`config.mk`:
```
export PLATFORM = sky130hd
export DESIGN_NAME = pixel_format_converter_flat
export DESIGN_NICKNAME = d
export VERILOG_FILES = /design/src/rtl/pfc_pkg.sv /design/src/rtl/pfc_if.sv /design/src/rtl/pixel_format_converter.sv /design/src/rtl/pfc_unpack.sv /design/src/rtl/pfc_pack.sv /design/src/flat_wrapper.sv
export SDC_FILE = /design/constraint.sdc
export NUM_CORES = 1
export LEC_CHECK = 0
export ABC_AREA = 1
export ABC_CLOCK_PERIOD_IN_PS = 3110
export BUFFER_PORTS_ARGS = -buffer_cell sky130_fd_sc_hd__buf_2
export CORE_UTILIZATION = 40
export CTS_CLUSTER_DIAMETER = 100
export DETAILED_ROUTE_END_ITERATION = 10
export SLEW_MARGIN = 0
export SYNTH_ARGS = -nofsm -noshare
export SYNTH_HDL_FRONTEND = slang
export SYNTH_SLANG_ARGS = --single-unit
```
`constraint.sdc`:
```
create_clock -name clk -period 3.11 [get_ports clk]
set_input_delay 0.311 -clock clk [delete_from_list [all_inputs] [get_ports clk]]
set_output_delay 0.311 -clock clk [all_outputs]
set_load 0.005 [all_outputs]
```
`src/rtl/pfc_pkg.sv`:
```
package pfc_pkg;

  localparam int unsigned PIX_W = 32;
  localparam int unsigned CNT_W = 3;
  localparam int unsigned FMT_W = 3;

  typedef enum logic [FMT_W-1:0] {
    FMT_R8     = 3'd0,
    FMT_RG8    = 3'd1,
    FMT_RGB8   = 3'd2,
    FMT_RGBA8  = 3'd3,
    FMT_RGB565 = 3'd4,
    FMT_RGBA4  = 3'd5,
    FMT_RGB5A1 = 3'd6,
    FMT_BGRA8  = 3'd7
  } fmt_t;

  // configuration register indexes
  typedef enum logic [0:0] {
    CFG_SRC_FMT = 1'b0,
    CFG_DST_FMT = 1'b1
  } cfg_idx_t;

  // what stage 2 builds from the unpacked channels
  typedef enum logic [2:0] {
    KIND_PASS,
    KIND_R8,
    KIND_RG8,
    KIND_RGB8,
    KIND_RGBA8,
    KIND_565,
    KIND_4444,
    KIND_5551
  } kind_t;

  typedef struct packed {
    kind_t            kind;
    fmt_t             fmt;
    logic [7:0]       r;
    logic [7:0]       g;
    logic [7:0]       b;
    logic [7:0]       a;
    logic [PIX_W-1:0] px;
    logic             last;
  } s1_t;

  typedef struct packed {
    fmt_t             fmt;
    logic [CNT_W-1:0] cnt;
    logic [PIX_W-1:0] res;
    logic             last;
  } s2_t;

  // bytes per pixel of a format
  function automatic logic [CNT_W-1:0] fmt_bytes(fmt_t f);
    logic [CNT_W-1:0] n;
    unique case (f)
      FMT_R8:     n = 3'd1;
      FMT_RG8:    n = 3'd2;
      FMT_RGB8:   n = 3'd3;
      FMT_RGBA8:  n = 3'd4;
      FMT_RGB565: n = 3'd2;
      FMT_RGBA4:  n = 3'd2;
      FMT_RGB5A1: n = 3'd2;
      FMT_BGRA8:  n = 3'd4;
      default:    n = 3'd4;
    endcase
    return n;
  endfunction

endpackage

```
`src/rtl/pfc_if.sv`:
```
interface pfc_in_if;
  logic        valid;
  logic        ready;
  logic [31:0] pixel_in;
  logic        last_in;

  modport source (output valid, output pixel_in, output last_in, input ready);
  modport sink   (input valid, input pixel_in, input last_in, output ready);
endinterface

interface pfc_out_if;
  logic        valid;
  logic        ready;
  logic [31:0] pixel_out;
  logic [2:0]  byte_count;
  logic [2:0]  format_used;
  logic        last_out;

  modport source (output valid, output pixel_out, output byte_count, output format_used,
                  output last_out, input ready);
  modport sink   (input valid, input pixel_out, input byte_count, input format_used,
                  input last_out, output ready);
endinterface

interface pfc_cfg_if;
  logic       valid;
  logic       ready;
  logic [0:0] index;
  logic [2:0] data;

  modport source (output valid, output index, output data, input ready);
  modport sink   (input valid, input index, input data, output ready);
endinterface

```
`src/rtl/pixel_format_converter.sv`:
```
// Pixel format converter: one pixel in, one converted pixel out.
// Channels:
//   in_ch  - pixel_in (byte 0 in bits 7:0, 16-bit formats in 15:0) and last_in.
//   out_ch - pixel_out (unused upper bytes zero), byte_count (1..4),
//            format_used (target, or source when the pair passes through), last_out.
//   cfg_ch - index 0 writes source_format, index 1 target_format; always ready.
//            Write only while no item is in flight.
// Formats: 0 R8, 1 RG8, 2 RGB8, 3 RGBA8, 4 RGB565, 5 RGBA4, 6 RGB5A1, 7 BGRA8.
// Pipeline: three register stages (unpack, pack, byte mask / output register).
//   An accepted item moves through the unpack, pack and output registers in turn to out_ch.
//   Throughput: one item per cycle while out_ch is not stalled, no bubbles.
// Reset (rst_n low, synchronous): pipeline emptied, both formats back to RGBA8
//   (so the block passes pixels through).
// Backpressure: each stage holds its item while the next one is full and stalled;
//   in_ch.ready drops only once all three stages hold items and out_ch is stalled.
//   Nothing is dropped or repeated.
module pixel_format_converter (
  input  logic       clk,
  input  logic       rst_n,
  pfc_in_if.sink     in_ch,
  pfc_out_if.source  out_ch,
  pfc_cfg_if.sink    cfg_ch
);
  import pfc_pkg::*;

  // configuration
  fmt_t src_fmt_r;
  fmt_t dst_fmt_r;

  // stage handshakes
  logic s1_valid, s1_ready;
  logic s2_valid, s2_ready;
  s1_t  s1;
  s2_t  s2;

  // output register
  logic             out_valid_r;
  logic [PIX_W-1:0] pix_r, pix_nxt;
  logic [CNT_W-1:0] cnt_r;
  fmt_t             fmt_r;
  logic             last_r;

  assign cfg_ch.ready = 1'b1;

  always_ff @(posedge clk) begin
    if (!rst_n) begin
      src_fmt_r <= FMT_RGBA8;
      dst_fmt_r <= FMT_RGBA8;
    end else if (cfg_ch.valid) begin
      unique case (cfg_idx_t'(cfg_ch.index))
        CFG_SRC_FMT: src_fmt_r <= fmt_t'(cfg_ch.data);
        CFG_DST_FMT: dst_fmt_r <= fmt_t'(cfg_ch.data);
        default: ;
      endcase
    end
  end

  pfc_unpack u_unpack (
    .clk      (clk),
    .rst_n    (rst_n),
    .src_fmt  (src_fmt_r),
    .dst_fmt  (dst_fmt_r),
    .in_valid (in_ch.valid),
    .in_ready (in_ch.ready),
    .pixel_in (in_ch.pixel_in),
    .last_in  (in_ch.last_in),
    .s1_valid (s1_valid),
    .s1_ready (s1_ready),
    .s1       (s1)
  );

  pfc_pack u_pack (
    .clk      (clk),
    .rst_n    (rst_n),
    .s1_valid (s1_valid),
    .s1_ready (s1_ready),
    .s1       (s1),
    .s2_valid (s2_valid),
    .s2_ready (s2_ready),
    .s2       (s2)
  );

  // Stage 3: clear bytes above byte_count. Only the passthrough path can carry
  // stray upper bytes, but masking every item keeps the rule in one place.
  always_comb begin
    for (int i = 0; i < 4; i++) begin
      pix_nxt[8*i +: 8] = (s2.cnt > CNT_W'(i)) ? s2.res[8*i +: 8] : 8'h00;
    end
  end

  assign s2_ready = !out_valid_r || out_ch.ready;

  always_ff @(posedge clk) begin
    if (!rst_n) begin
      out_valid_r <= 1'b0;
    end else if (s2_ready) begin
      out_valid_r <= s2_valid;
    end
  end

  always_ff @(posedge clk) begin
    if (s2_valid && s2_ready) begin
      pix_r  <= pix_nxt;
      cnt_r  <= s2.cnt;
      fmt_r  <= s2.fmt;
      last_r <= s2.last;
    end
  end

  assign out_ch.valid       = out_valid_r;
  assign out_ch.pixel_out   = pix_r;
  assign out_ch.byte_count  = cnt_r;
  assign out_ch.format_used = fmt_r;
  assign out_ch.last_out    = last_r;

endmodule

```
`src/rtl/pfc_unpack.sv`:
```
// Stage 1: classify the format pair and unpack the pixel into 8-bit channels.
module pfc_unpack (
  input  logic           clk,
  input  logic           rst_n,
  input  pfc_pkg::fmt_t  src_fmt,
  input  pfc_pkg::fmt_t  dst_fmt,
  input  logic           in_valid,
  output logic           in_ready,
  input  logic [31:0]    pixel_in,
  input  logic           last_in,
  output logic           s1_valid,
  input  logic           s1_ready,
  output pfc_pkg::s1_t   s1
);
  import pfc_pkg::*;

  logic       valid_r;
  s1_t        data_r;
  s1_t        data_nxt;
  logic [7:0] b0, b1, b2, b3;
  logic [15:0] w;

  assign b0 = pixel_in[7:0];
  assign b1 = pixel_in[15:8];
  assign b2 = pixel_in[23:16];
  assign b3 = pixel_in[31:24];
  assign w  = pixel_in[15:0];

  always_comb begin
    data_nxt      = '0;
    data_nxt.px   = pixel_in;
    data_nxt.last = last_in;

    // channels are the effective values the target byte slots take
    unique case (src_fmt)
      FMT_R8: begin
        data_nxt.r = b0;
        data_nxt.g = (dst_fmt == FMT_RG8) ? 8'hFF : b0;
        data_nxt.b = b0;
        data_nxt.a = (dst_fmt == FMT_RGBA8) ? b0 : 8'hFF;
      end
      FMT_RG8: begin
        data_nxt.r = (dst_fmt == FMT_R8) ? b1 : b0;
        data_nxt.g = b1;
        data_nxt.b = b0;
        data_nxt.a = b1;
      end
      FMT_RGB8: begin
        data_nxt.r = b0;
        data_nxt.g = b1;
        data_nxt.b = b2;
        data_nxt.a = 8'hFF;
      end
      FMT_RGBA8: begin
        data_nxt.r = b0;
        data_nxt.g = b1;
        data_nxt.b = b2;
        data_nxt.a = b3;
      end
      FMT_RGB565: begin
        data_nxt.r = {w[15:11], 3'b000};
        data_nxt.g = {w[10:5], 2'b00};
        data_nxt.b = {w[4:0], 3'b000};
        data_nxt.a = 8'hFF;
      end
      FMT_RGBA4: begin
        // nibble times 17 is the nibble repeated
        data_nxt.r = {w[15:12], w[15:12]};
        data_nxt.g = {w[11:8], w[11:8]};
        data_nxt.b = {w[7:4], w[7:4]};
        data_nxt.a = {w[3:0], w[3:0]};
      end
      FMT_RGB5A1: begin
        data_nxt.r = {w[15:11], 3'b000};
        data_nxt.g = {w[10:6], 3'b000};
        data_nxt.b = {w[5:1], 3'b000};
        data_nxt.a = {8{w[0]}};
      end
      FMT_BGRA8: begin
        data_nxt.r = b2;
        data_nxt.g = b1;
        data_nxt.b = b0;
        data_nxt.a = b3;
      end
      default: begin
        data_nxt.r = b0;
        data_nxt.g = b1;
        data_nxt.b = b2;
        data_nxt.a = b3;
      end
    endcase

    if (src_fmt == dst_fmt) begin
      data_nxt.kind = KIND_PASS;
    end else if (src_fmt <= FMT_RGBA8) begin
      unique case (dst_fmt)
        FMT_R8:     data_nxt.kind = KIND_R8;
        FMT_RG8:    data_nxt.kind = KIND_RG8;
        FMT_RGB8:   data_nxt.kind = KIND_RGB8;
        FMT_RGBA8:  data_nxt.kind = KIND_RGBA8;
        FMT_RGB565: data_nxt.kind = KIND_565;
        FMT_RGBA4:  data_nxt.kind = KIND_4444;
        FMT_RGB5A1: data_nxt.kind = KIND_5551;
        FMT_BGRA8:  data_nxt.kind = KIND_PASS;
        default:    data_nxt.kind = KIND_PASS;
      endcase
    end else begin
      data_nxt.kind = (dst_fmt == FMT_RGBA8) ? KIND_RGBA8 : KIND_PASS;
    end

    data_nxt.fmt = (data_nxt.kind == KIND_PASS) ? src_fmt : dst_fmt;
  end

  assign in_ready = !valid_r || s1_ready;

  always_ff @(posedge clk) begin
    if (!rst_n) begin
      valid_r <= 1'b0;
    end else if (in_ready) begin
      valid_r <= in_valid;
    end
  end

  always_ff @(posedge clk) begin
    if (in_valid && in_ready) begin
      data_r <= data_nxt;
    end
  end

  assign s1_valid = valid_r;
  assign s1       = data_r;

endmodule

```
`src/rtl/pfc_pack.sv`:
```
// Stage 2: pack channels into the target layout (or pass the raw pixel through), pick the byte count.
module pfc_pack (
  input  logic          clk,
  input  logic          rst_n,
  input  logic          s1_valid,
  output logic          s1_ready,
  input  pfc_pkg::s1_t  s1,
  output logic          s2_valid,
  input  logic          s2_ready,
  output pfc_pkg::s2_t  s2
);
  import pfc_pkg::*;

  logic valid_r;
  s2_t  data_r;
  s2_t  data_nxt;

  always_comb begin
    data_nxt      = '0;
    data_nxt.fmt  = s1.fmt;
    data_nxt.last = s1.last;
    unique case (s1.kind)
      KIND_R8: begin
        data_nxt.res = {24'h0, s1.r};
        data_nxt.cnt = 3'd1;
      end
      KIND_RG8: begin
        data_nxt.res = {16'h0, s1.g, s1.r};
        data_nxt.cnt = 3'd2;
      end
      KIND_RGB8: begin
        data_nxt.res = {8'h0, s1.b, s1.g, s1.r};
        data_nxt.cnt = 3'd3;
      end
      KIND_RGBA8: begin
        data_nxt.res = {s1.a, s1.b, s1.g, s1.r};
        data_nxt.cnt = 3'd4;
      end
      KIND_565: begin
        data_nxt.res = {16'h0, s1.r[7:3], s1.g[7:2], s1.b[7:3]};
        data_nxt.cnt = 3'd2;
      end
      KIND_4444: begin
        data_nxt.res = {16'h0, s1.r[7:4], s1.g[7:4], s1.b[7:4], s1.a[7:4]};
        data_nxt.cnt = 3'd2;
      end
      KIND_5551: begin
        data_nxt.res = {16'h0, s1.r[7:3], s1.g[7:3], s1.b[7:3], s1.a[7]};
        data_nxt.cnt = 3'd2;
      end
      KIND_PASS: begin
        data_nxt.res = s1.px;
        data_nxt.cnt = fmt_bytes(s1.fmt);
      end
      default: begin
        data_nxt.res = s1.px;
        data_nxt.cnt = fmt_bytes(s1.fmt);
      end
    endcase
  end

  assign s1_ready = !valid_r || s2_ready;

  always_ff @(posedge clk) begin
    if (!rst_n) begin
      valid_r <= 1'b0;
    end else if (s1_ready) begin
      valid_r <= s1_valid;
    end
  end

  always_ff @(posedge clk) begin
    if (s1_valid && s1_ready) begin
      data_r <= data_nxt;
    end
  end

  assign s2_valid = valid_r;
  assign s2       = data_r;

endmodule

```
`src/flat_wrapper.sv`:
```
// flat-port wrapper written by rule: the top's interface ports become plain ports
module pixel_format_converter_flat import pfc_pkg::*;
  (clk, rst_n, in_ch_valid, in_ch_pixel_in, in_ch_last_in, in_ch_ready, out_ch_valid, out_ch_pixel_out, out_ch_byte_count, out_ch_format_used, out_ch_last_out, out_ch_ready, cfg_ch_valid, cfg_ch_index, cfg_ch_data, cfg_ch_ready);
  pfc_in_if in_ch_i ();
  pfc_out_if out_ch_i ();
  pfc_cfg_if cfg_ch_i ();
  input  logic clk;
  input  logic rst_n;
  input wire logic [$bits(in_ch_i.valid)-1:0] in_ch_valid;
  input wire logic [$bits(in_ch_i.pixel_in)-1:0] in_ch_pixel_in;
  input wire logic [$bits(in_ch_i.last_in)-1:0] in_ch_last_in;
  output wire logic [$bits(in_ch_i.ready)-1:0] in_ch_ready;
  output wire logic [$bits(out_ch_i.valid)-1:0] out_ch_valid;
  output wire logic [$bits(out_ch_i.pixel_out)-1:0] out_ch_pixel_out;
  output wire logic [$bits(out_ch_i.byte_count)-1:0] out_ch_byte_count;
  output wire logic [$bits(out_ch_i.format_used)-1:0] out_ch_format_used;
  output wire logic [$bits(out_ch_i.last_out)-1:0] out_ch_last_out;
  input wire logic [$bits(out_ch_i.ready)-1:0] out_ch_ready;
  input wire logic [$bits(cfg_ch_i.valid)-1:0] cfg_ch_valid;
  input wire logic [$bits(cfg_ch_i.index)-1:0] cfg_ch_index;
  input wire logic [$bits(cfg_ch_i.data)-1:0] cfg_ch_data;
  output wire logic [$bits(cfg_ch_i.ready)-1:0] cfg_ch_ready;
  assign in_ch_i.valid = in_ch_valid;
  assign in_ch_i.pixel_in = in_ch_pixel_in;
  assign in_ch_i.last_in = in_ch_last_in;
  assign in_ch_ready = in_ch_i.ready;
  assign out_ch_valid = out_ch_i.valid;
  assign out_ch_pixel_out = out_ch_i.pixel_out;
  assign out_ch_byte_count = out_ch_i.byte_count;
  assign out_ch_format_used = out_ch_i.format_used;
  assign out_ch_last_out = out_ch_i.last_out;
  assign out_ch_i.ready = out_ch_ready;
  assign cfg_ch_i.valid = cfg_ch_valid;
  assign cfg_ch_i.index = cfg_ch_index;
  assign cfg_ch_i.data = cfg_ch_data;
  assign cfg_ch_ready = cfg_ch_i.ready;
  pixel_format_converter u_core (.clk(clk), .rst_n(rst_n), .in_ch(in_ch_i), .out_ch(out_ch_i), .cfg_ch(cfg_ch_i));
endmodule
```
==> results of run 1 <==
==> logic make-up (layout without fill, tap and decap cells) <==
| group | after synthesis | count (layout) | synth area share, % |
|---|---|---|---|
| compound gates | 128 | 128 | 11.8 |
| buf+inv | 114 | 219 | 6.31 |
| flops | 164 | 164 | 67.9 |
| fa+ha+maj | 3 | 3 | 0.534 |
| other cells | 1 | 1 | 0.0533 |
| xor+xnor | 1 | 1 | 0.125 |
| simple gates | 228 | 228 | 13.3 |
==> registers in the layout, summed over array words and instances, names as in the netlist, named ones only <==
register / flops
u_core.out_ch.pixel_out: 32
u_core.u_pack.s2_valid: 1
u_core.out_ch.last_out: 1
u_core.u_pack.s2: 39
u_core.dst_fmt_r: 3
u_core.src_fmt_r: 3
u_core.out_ch.format_used: 3
u_core.out_ch.byte_count: 3
u_core.out_ch.valid: 1
u_core.u_unpack.s1_valid: 1
u_core.u_unpack.s1: 71
==> worst max-delay path, stage by stage (launching register included) <==
cell and delay [ns]:
edfxtp_1 0.45, nor2_1 0.54, nand2_1 0.32, inv_1 0.29, buf_4 0.32, nand2_1 0.09
o2111ai_1 0.15
==> final timing paths <==
| kind | end | startpoint | slack [ns] | depth (start not counted) |
|---|---|---|---|---|
| worst min register to register | u_core.out_ch.last_out | u_core.u_pack.s2[0] | 0.42 | 0 |
| worst max register to register | u_core.u_pack.s2[4] | u_core.u_unpack.s1[68] | 0.74 | 6 |
| worst min-delay path | u_core.u_unpack.s1[0] | in_ch_last_in | 0.06 | 1 |
| worst max-delay path | u_core.u_pack.s2[4] | u_core.u_unpack.s1[68] | 0.74 | 6 |
==> where the power goes <==
part,switching [uW],internal (uW)
logic,367,173
clock network,855,1030
registers,70.2,2600
total,1290,3800
==> final cells by class <==
cell class / instances / area [um^2] / area share, %
Tap cell: 225 / 282 / 3.41
Inverter: 100 / 375 / 4.55
Timing Repair Buffer: 87 / 460 / 5.58
Clock buffer: 18 / 429 / 5.20
Multi-Input combinational cell: 361 / 1830 / 22.1
Sequential cell: 164 / 4770 / 57.9
Clock inverter: 14 / 105 / 1.27
==> through the flow <==
| step | utilization (%) | cells | area, um^2 | power [uW] |
|---|---|---|---|---|
| 6_report | 47.9 | 969 | 8250 | 5090 |
| 5_1_grt | 47.9 | 969 | 8250 | 5290 |
| 4_1_cts | 47.9 | 969 | 8250 | 5120 |
| 3_5_place_dp | 44.8 | 937 | 7720 | 3250 |
| 3_3_place_gp | 44.8 | 937 | 7720 | 3250 |
| 2_1_floorplan | - | 639 | 7030 | 3040 |
==> layer usage <==
layer  up-vias  share of wire, %  global-route usage [%]
li1       2427                 -                       -
met4         0               2.0                    7.55
met5         -                 0                       0
met1      2258                46                    27.0
met3        22               5.9                    4.02
met2       195                46                    30.6
==> cell usage in the layout (no fill, tap or decap), types with 4 or more instances in the layout <==
cell type / count
o21ai_0: 28
buf_4: 4
o221ai_1: 7
clkbuf_16: 17
o22ai_1: 6
o211ai_1: 11
a221oi_1: 8
a21oi_1: 31
a22oi_1: 9
edfxtp_1: 149
o2111ai_1: 10
inv_2: 4
buf_2: 82
nor3_1: 8
nand3_1: 32
inv_1: 95
nor2_1: 61
dfxtp_1: 15
nand2_1: 118
==> impl_metrics.yaml, run 1 <==
detailed_routing:
  first_iter_violations: 484
  ant_nets: 0
  drt-vias-per-instance: 5.06
  routedWlPerCell_um: 17.3
  drt_wl_total_mm: 16.7
  drc_errors: 0
  dr.pass1.iters: 5
  vias: 4902
placed_design:
  dp_hpwl_mm: 12.8
  gp_congestion: 0.939
  place_ws_ns: 0.792
  numPortBuffers: 82
hold_path:
  hp-class: "primary input to flip-flop"
clock_tree:
  cts-resized-gates: 0
  cts_setup_buffers: 0
  path_clk_slew_ns: 0.07
  clockBufferDepth: 2
  hold_buffers: 0
  cts_htree_levels: 4
  numCtsBuffers: 17
  cts_tree: "yes"
  clk_latency_ns: 0.42
  cts.sinks: 164
  cts-root-buf: "clkbuf_16"
floorplanning:
  core_region_area_um2: 17200
  die_height_um: 135
  num_io_pins: 84
  start_util_pct: 40.8
  die_w_um: 135
  rows: 48
  die_area_um2: 18100
timing:
  setup_viol: 0
  finalClockSkew_ns: 0.00961
  fin_hold_ws_ns: 0.0613
  timing_hold_violations_final: 0
  finalCritPeriodShare_pct: 76.1
  fin_crit_ns: 2.37
  grt_setup_unrepaired: "false"
  fmax_mhz: 423
  relSlewSlack_pct: 42.4
  tns_ns: 0
  postLayoutSetupSlackWorst_ns: 0.745
  tightest_slew_ns: 0.858
  final_max_slew_viol_count: 0
synth:
  async_reset_ff_share_pct: 0
  synthTopCellsByArea: "edfxtp_1 64%, nand2_1 6.3%, inv_1 5.1%"
  synth_common_cells: "149 x edfxtp_1, 118 x nand2_1, 96 x inv_1, 61 x nor2_1"
  yosys_warnings: 0
  yosysSeqAreaShare_pct: 67.9
  yosysMostFrequentCell: "edfxtp_1"
  syn-num-nets: 684
  syn_inst: 639
  synth-seq-cells: 164
  synth_area_per_cell_um2: 11.0
  synth_edf_count: 149
  ys.flop_type: "edfxtp_1"
  yosysTopAreaCellShare_pct: 63.6
  synthDistinctLibCells: 39
  yosysTopAreaCell: "edfxtp_1"
  synth_area_um2: 7030
global_routing:
  grt_pass1_vias: 4733
  overflow: 0
  grt_max_degree: 72
  antenna_found_initial: 0
  grt_usage_pct: 19.6
  grt_pass1_wl_mm: 26.1
power_and_ir_drop:
  power_density_nw_per_um2: 617
  ir_worst_vdd_uv: 424
  leakage_uw: 0.00341
critical_path:
  cp_max_fo: 24
  crit_arrival_ns: 2.59
  worstSetupPathType: "flip-flop to flip-flop"
  end_kind: "flip-flop"
  crit_path_start_kind: "flip-flop"
  required_ns: 3.34
finish:
  fillers: 1581
  diodes: 0
  drive_gt1_share_pct: 17.5
  nNetsFinal: 776
  area_growth_pct: 17.3
flow_run:
  max-cap-violations: 0
status:
  status: "complete, no violations"
Note: power is estimated with default switching activity, not from simulation.
==> run 2: changes to the inputs <==
ABC_CLOCK_PERIOD_IN_PS = 2400   (was 3110)
clock period = 2.4 ns   (was 3.11 ns; I/O delays follow)
==> impl_metrics.yaml, run 2 (synthesized netlist as in run 1, its figures left out) <==
clock_tree:
  cts_tree: "yes"
  cts-root-buf: "clkbuf_16"
  clk_latency_ns: 0.42
  cts-resized-gates: 0
  clockBufferDepth: 2
  path_clk_slew_ns: 0.06
  cts_setup_buffers: 0
  cts.sinks: 164
  cts_htree_levels: 4
  numCtsBuffers: 17
power_and_ir_drop:
  comb_power_share_pct: 10.6
  power_density_nw_per_um2: 806
  swShare_pct: 23.8
  leakage_uw: 0.00348
  seqPwrFrac_pct: 51.4
  cellInternalPower_uw: 5140
  ir_worst_vdd_uv: 505
  power_frac_clock_pct: 38.0
  switching_power_uw: 1600
global_routing:
  antenna_found_initial: 0
  grt_pass1_wl_mm: 26.1
  overflow: 0
  grt_pass1_vias: 4732
  grt_max_degree: 72
  grt_usage_pct: 19.7
timing:
  finalCritPeriodShare_pct: 89.5
  relSlewSlack_pct: 56.5
  tns_ns: 0
  finalClockSkew_ns: 0.0124
  grt_setup_unrepaired: "false"
  final_max_slew_viol_count: 0
  setup_viol: 0
  fin_crit_ns: 2.15
  tightest_slew_ns: 0.651
  timing_hold_violations_final: 0
  fmax_mhz: 466
hold_path:
  hp-class: "primary input to flip-flop"
  hold-path-cell-count: 1
critical_path:
  end_kind: "flip-flop"
  ff2ff_path_depth: 10
  crit_arrival_ns: 2.45
  cp_max_fo: 12
  worstSetupPathType: "flip-flop to flip-flop"
  crit_path_start_kind: "flip-flop"
  r2r-start: "u_core.src_fmt_r[2]"
  required_ns: 2.70
  rrSetupSlack_ns: 0.25
  setup.worst_path.start: "u_core.src_fmt_r[2]"
detailed_routing:
  dr.pass1.iters: 5
  routedWlPerCell_um: 17.7
  ant_nets: 0
  first_iter_violations: 430
  drt_wl_total_mm: 17.3
  drc_errors: 0
  vias: 5125
  drt-vias-per-instance: 5.24
floorplanning:
  core_region_area_um2: 17200
  die_height_um: 135
  die_area_um2: 18100
  rows: 48
  num_io_pins: 84
  die_w_um: 135
  start_util_pct: 40.8
finish:
  area_growth_pct: 19.0
  drive_gt1_share_pct: 18.2
  nNetsFinal: 785
  diodes: 0
  largest_reg_flops: 71
  final_common_cell: "edfxtp_1"
  instances_no_fill: 978
  layout_common_cells: "149 x edfxtp_1, 117 x nand2_1, 95 x inv_1"
placed_design:
  dp_hpwl_mm: 13.3
  gp_congestion: 0.915
  numPortBuffers: 82
  dp.cells: 945
flow_run:
  max-cap-violations: 0
status:
  status: "complete, no violations"
==> run 2: power by group through the flow <==
stage          sequential [uW]  clock, uW  combinational, uW
3_5_place_dp              3530          0                706
6_report                  3470       2570                717
2_1_floorplan             3480          0                453
4_1_cts                   3470       2610                712
3_3_place_gp              3520          0                693
5_1_grt                   3480       2720                795
==> run 2: routing by layer <==
layer  up-vias  part of all wire, %  global-route usage [%]
met3        45                  6.6                    4.17
met4         0                  3.1                    9.86
met5         -                    0                       0
met1      2403                   45                    26.3
met2       232                   45                    30.5
li1       2445                    -                       -
==> run 2: through the flow <==
stage / utilization, % / total power (uW) / hold slack, ns / worst slack [ns] / cell area, um^2
after floorplan: - / 3930 / 0.339 / -0.148 / 7050
after global placement: 45.2 / 4210 / 0.406 / 0.432 / 7790
after detailed placement: 45.2 / 4230 / 0.405 / 0.307 / 7790
after CTS: 48.6 / 6790 / 0.0258 / 0.276 / 8370
after global routing: 48.6 / 7000 / 0.0261 / 0.0628 / 8370
final: 48.6 / 6750 / 0.0417 / 0.252 / 8370
==> run 2: worst min-delay path by stage <==
stage	startpoint	endpoint	slack, ns
floorplan	rst_n	u_core.src_fmt_r[0]	0.34
global placement	u_core.u_unpack.s1[0]	u_core.u_pack.s2[0]	0.41
detailed placement	u_core.u_pack.s2[0]	u_core.out_ch.last_out	0.40
CTS	in_ch_pixel_in[25]	u_core.u_unpack.s1[26]	0.03
global route	in_ch_pixel_in[25]	u_core.u_unpack.s1[26]	0.03
finish	in_ch_pixel_in[25]	u_core.u_unpack.s1[26]	0.04
==> run 2: timing repair <==
action / CTS / global route
hold endpoints to repair: 1 / 0
endpoints found under the setup margin: 0 / 0
hold buffers: 1 / 0
==> run 2: critical path, stage by stage (launching register included) <==
cell and delay, ns:
dfxtp_1 0.58, inv_2 0.18, nor2_1 0.18, nor2_1 0.06, nand2_1 0.12, nand2_2 0.08
o21ai_0 0.25, o21ai_1 0.11, ha_1 0.30, nand3_1 0.10, nand2_1 0.07
==> run 2: area by class of cell <==
| class | instances | area [um^2] |
|---|---|---|
| clock buffers | 26 | 533 |
| multi-input cells | 361 | 1830 |
| flip-flops and latches | 164 | 4770 |
| inverters | 100 | 379 |
| fillers | 1597 | 8870 |
| well taps | 225 | 282 |
| clock inverters | 6 | 37.5 |
| repair buffers | 96 | 531 |
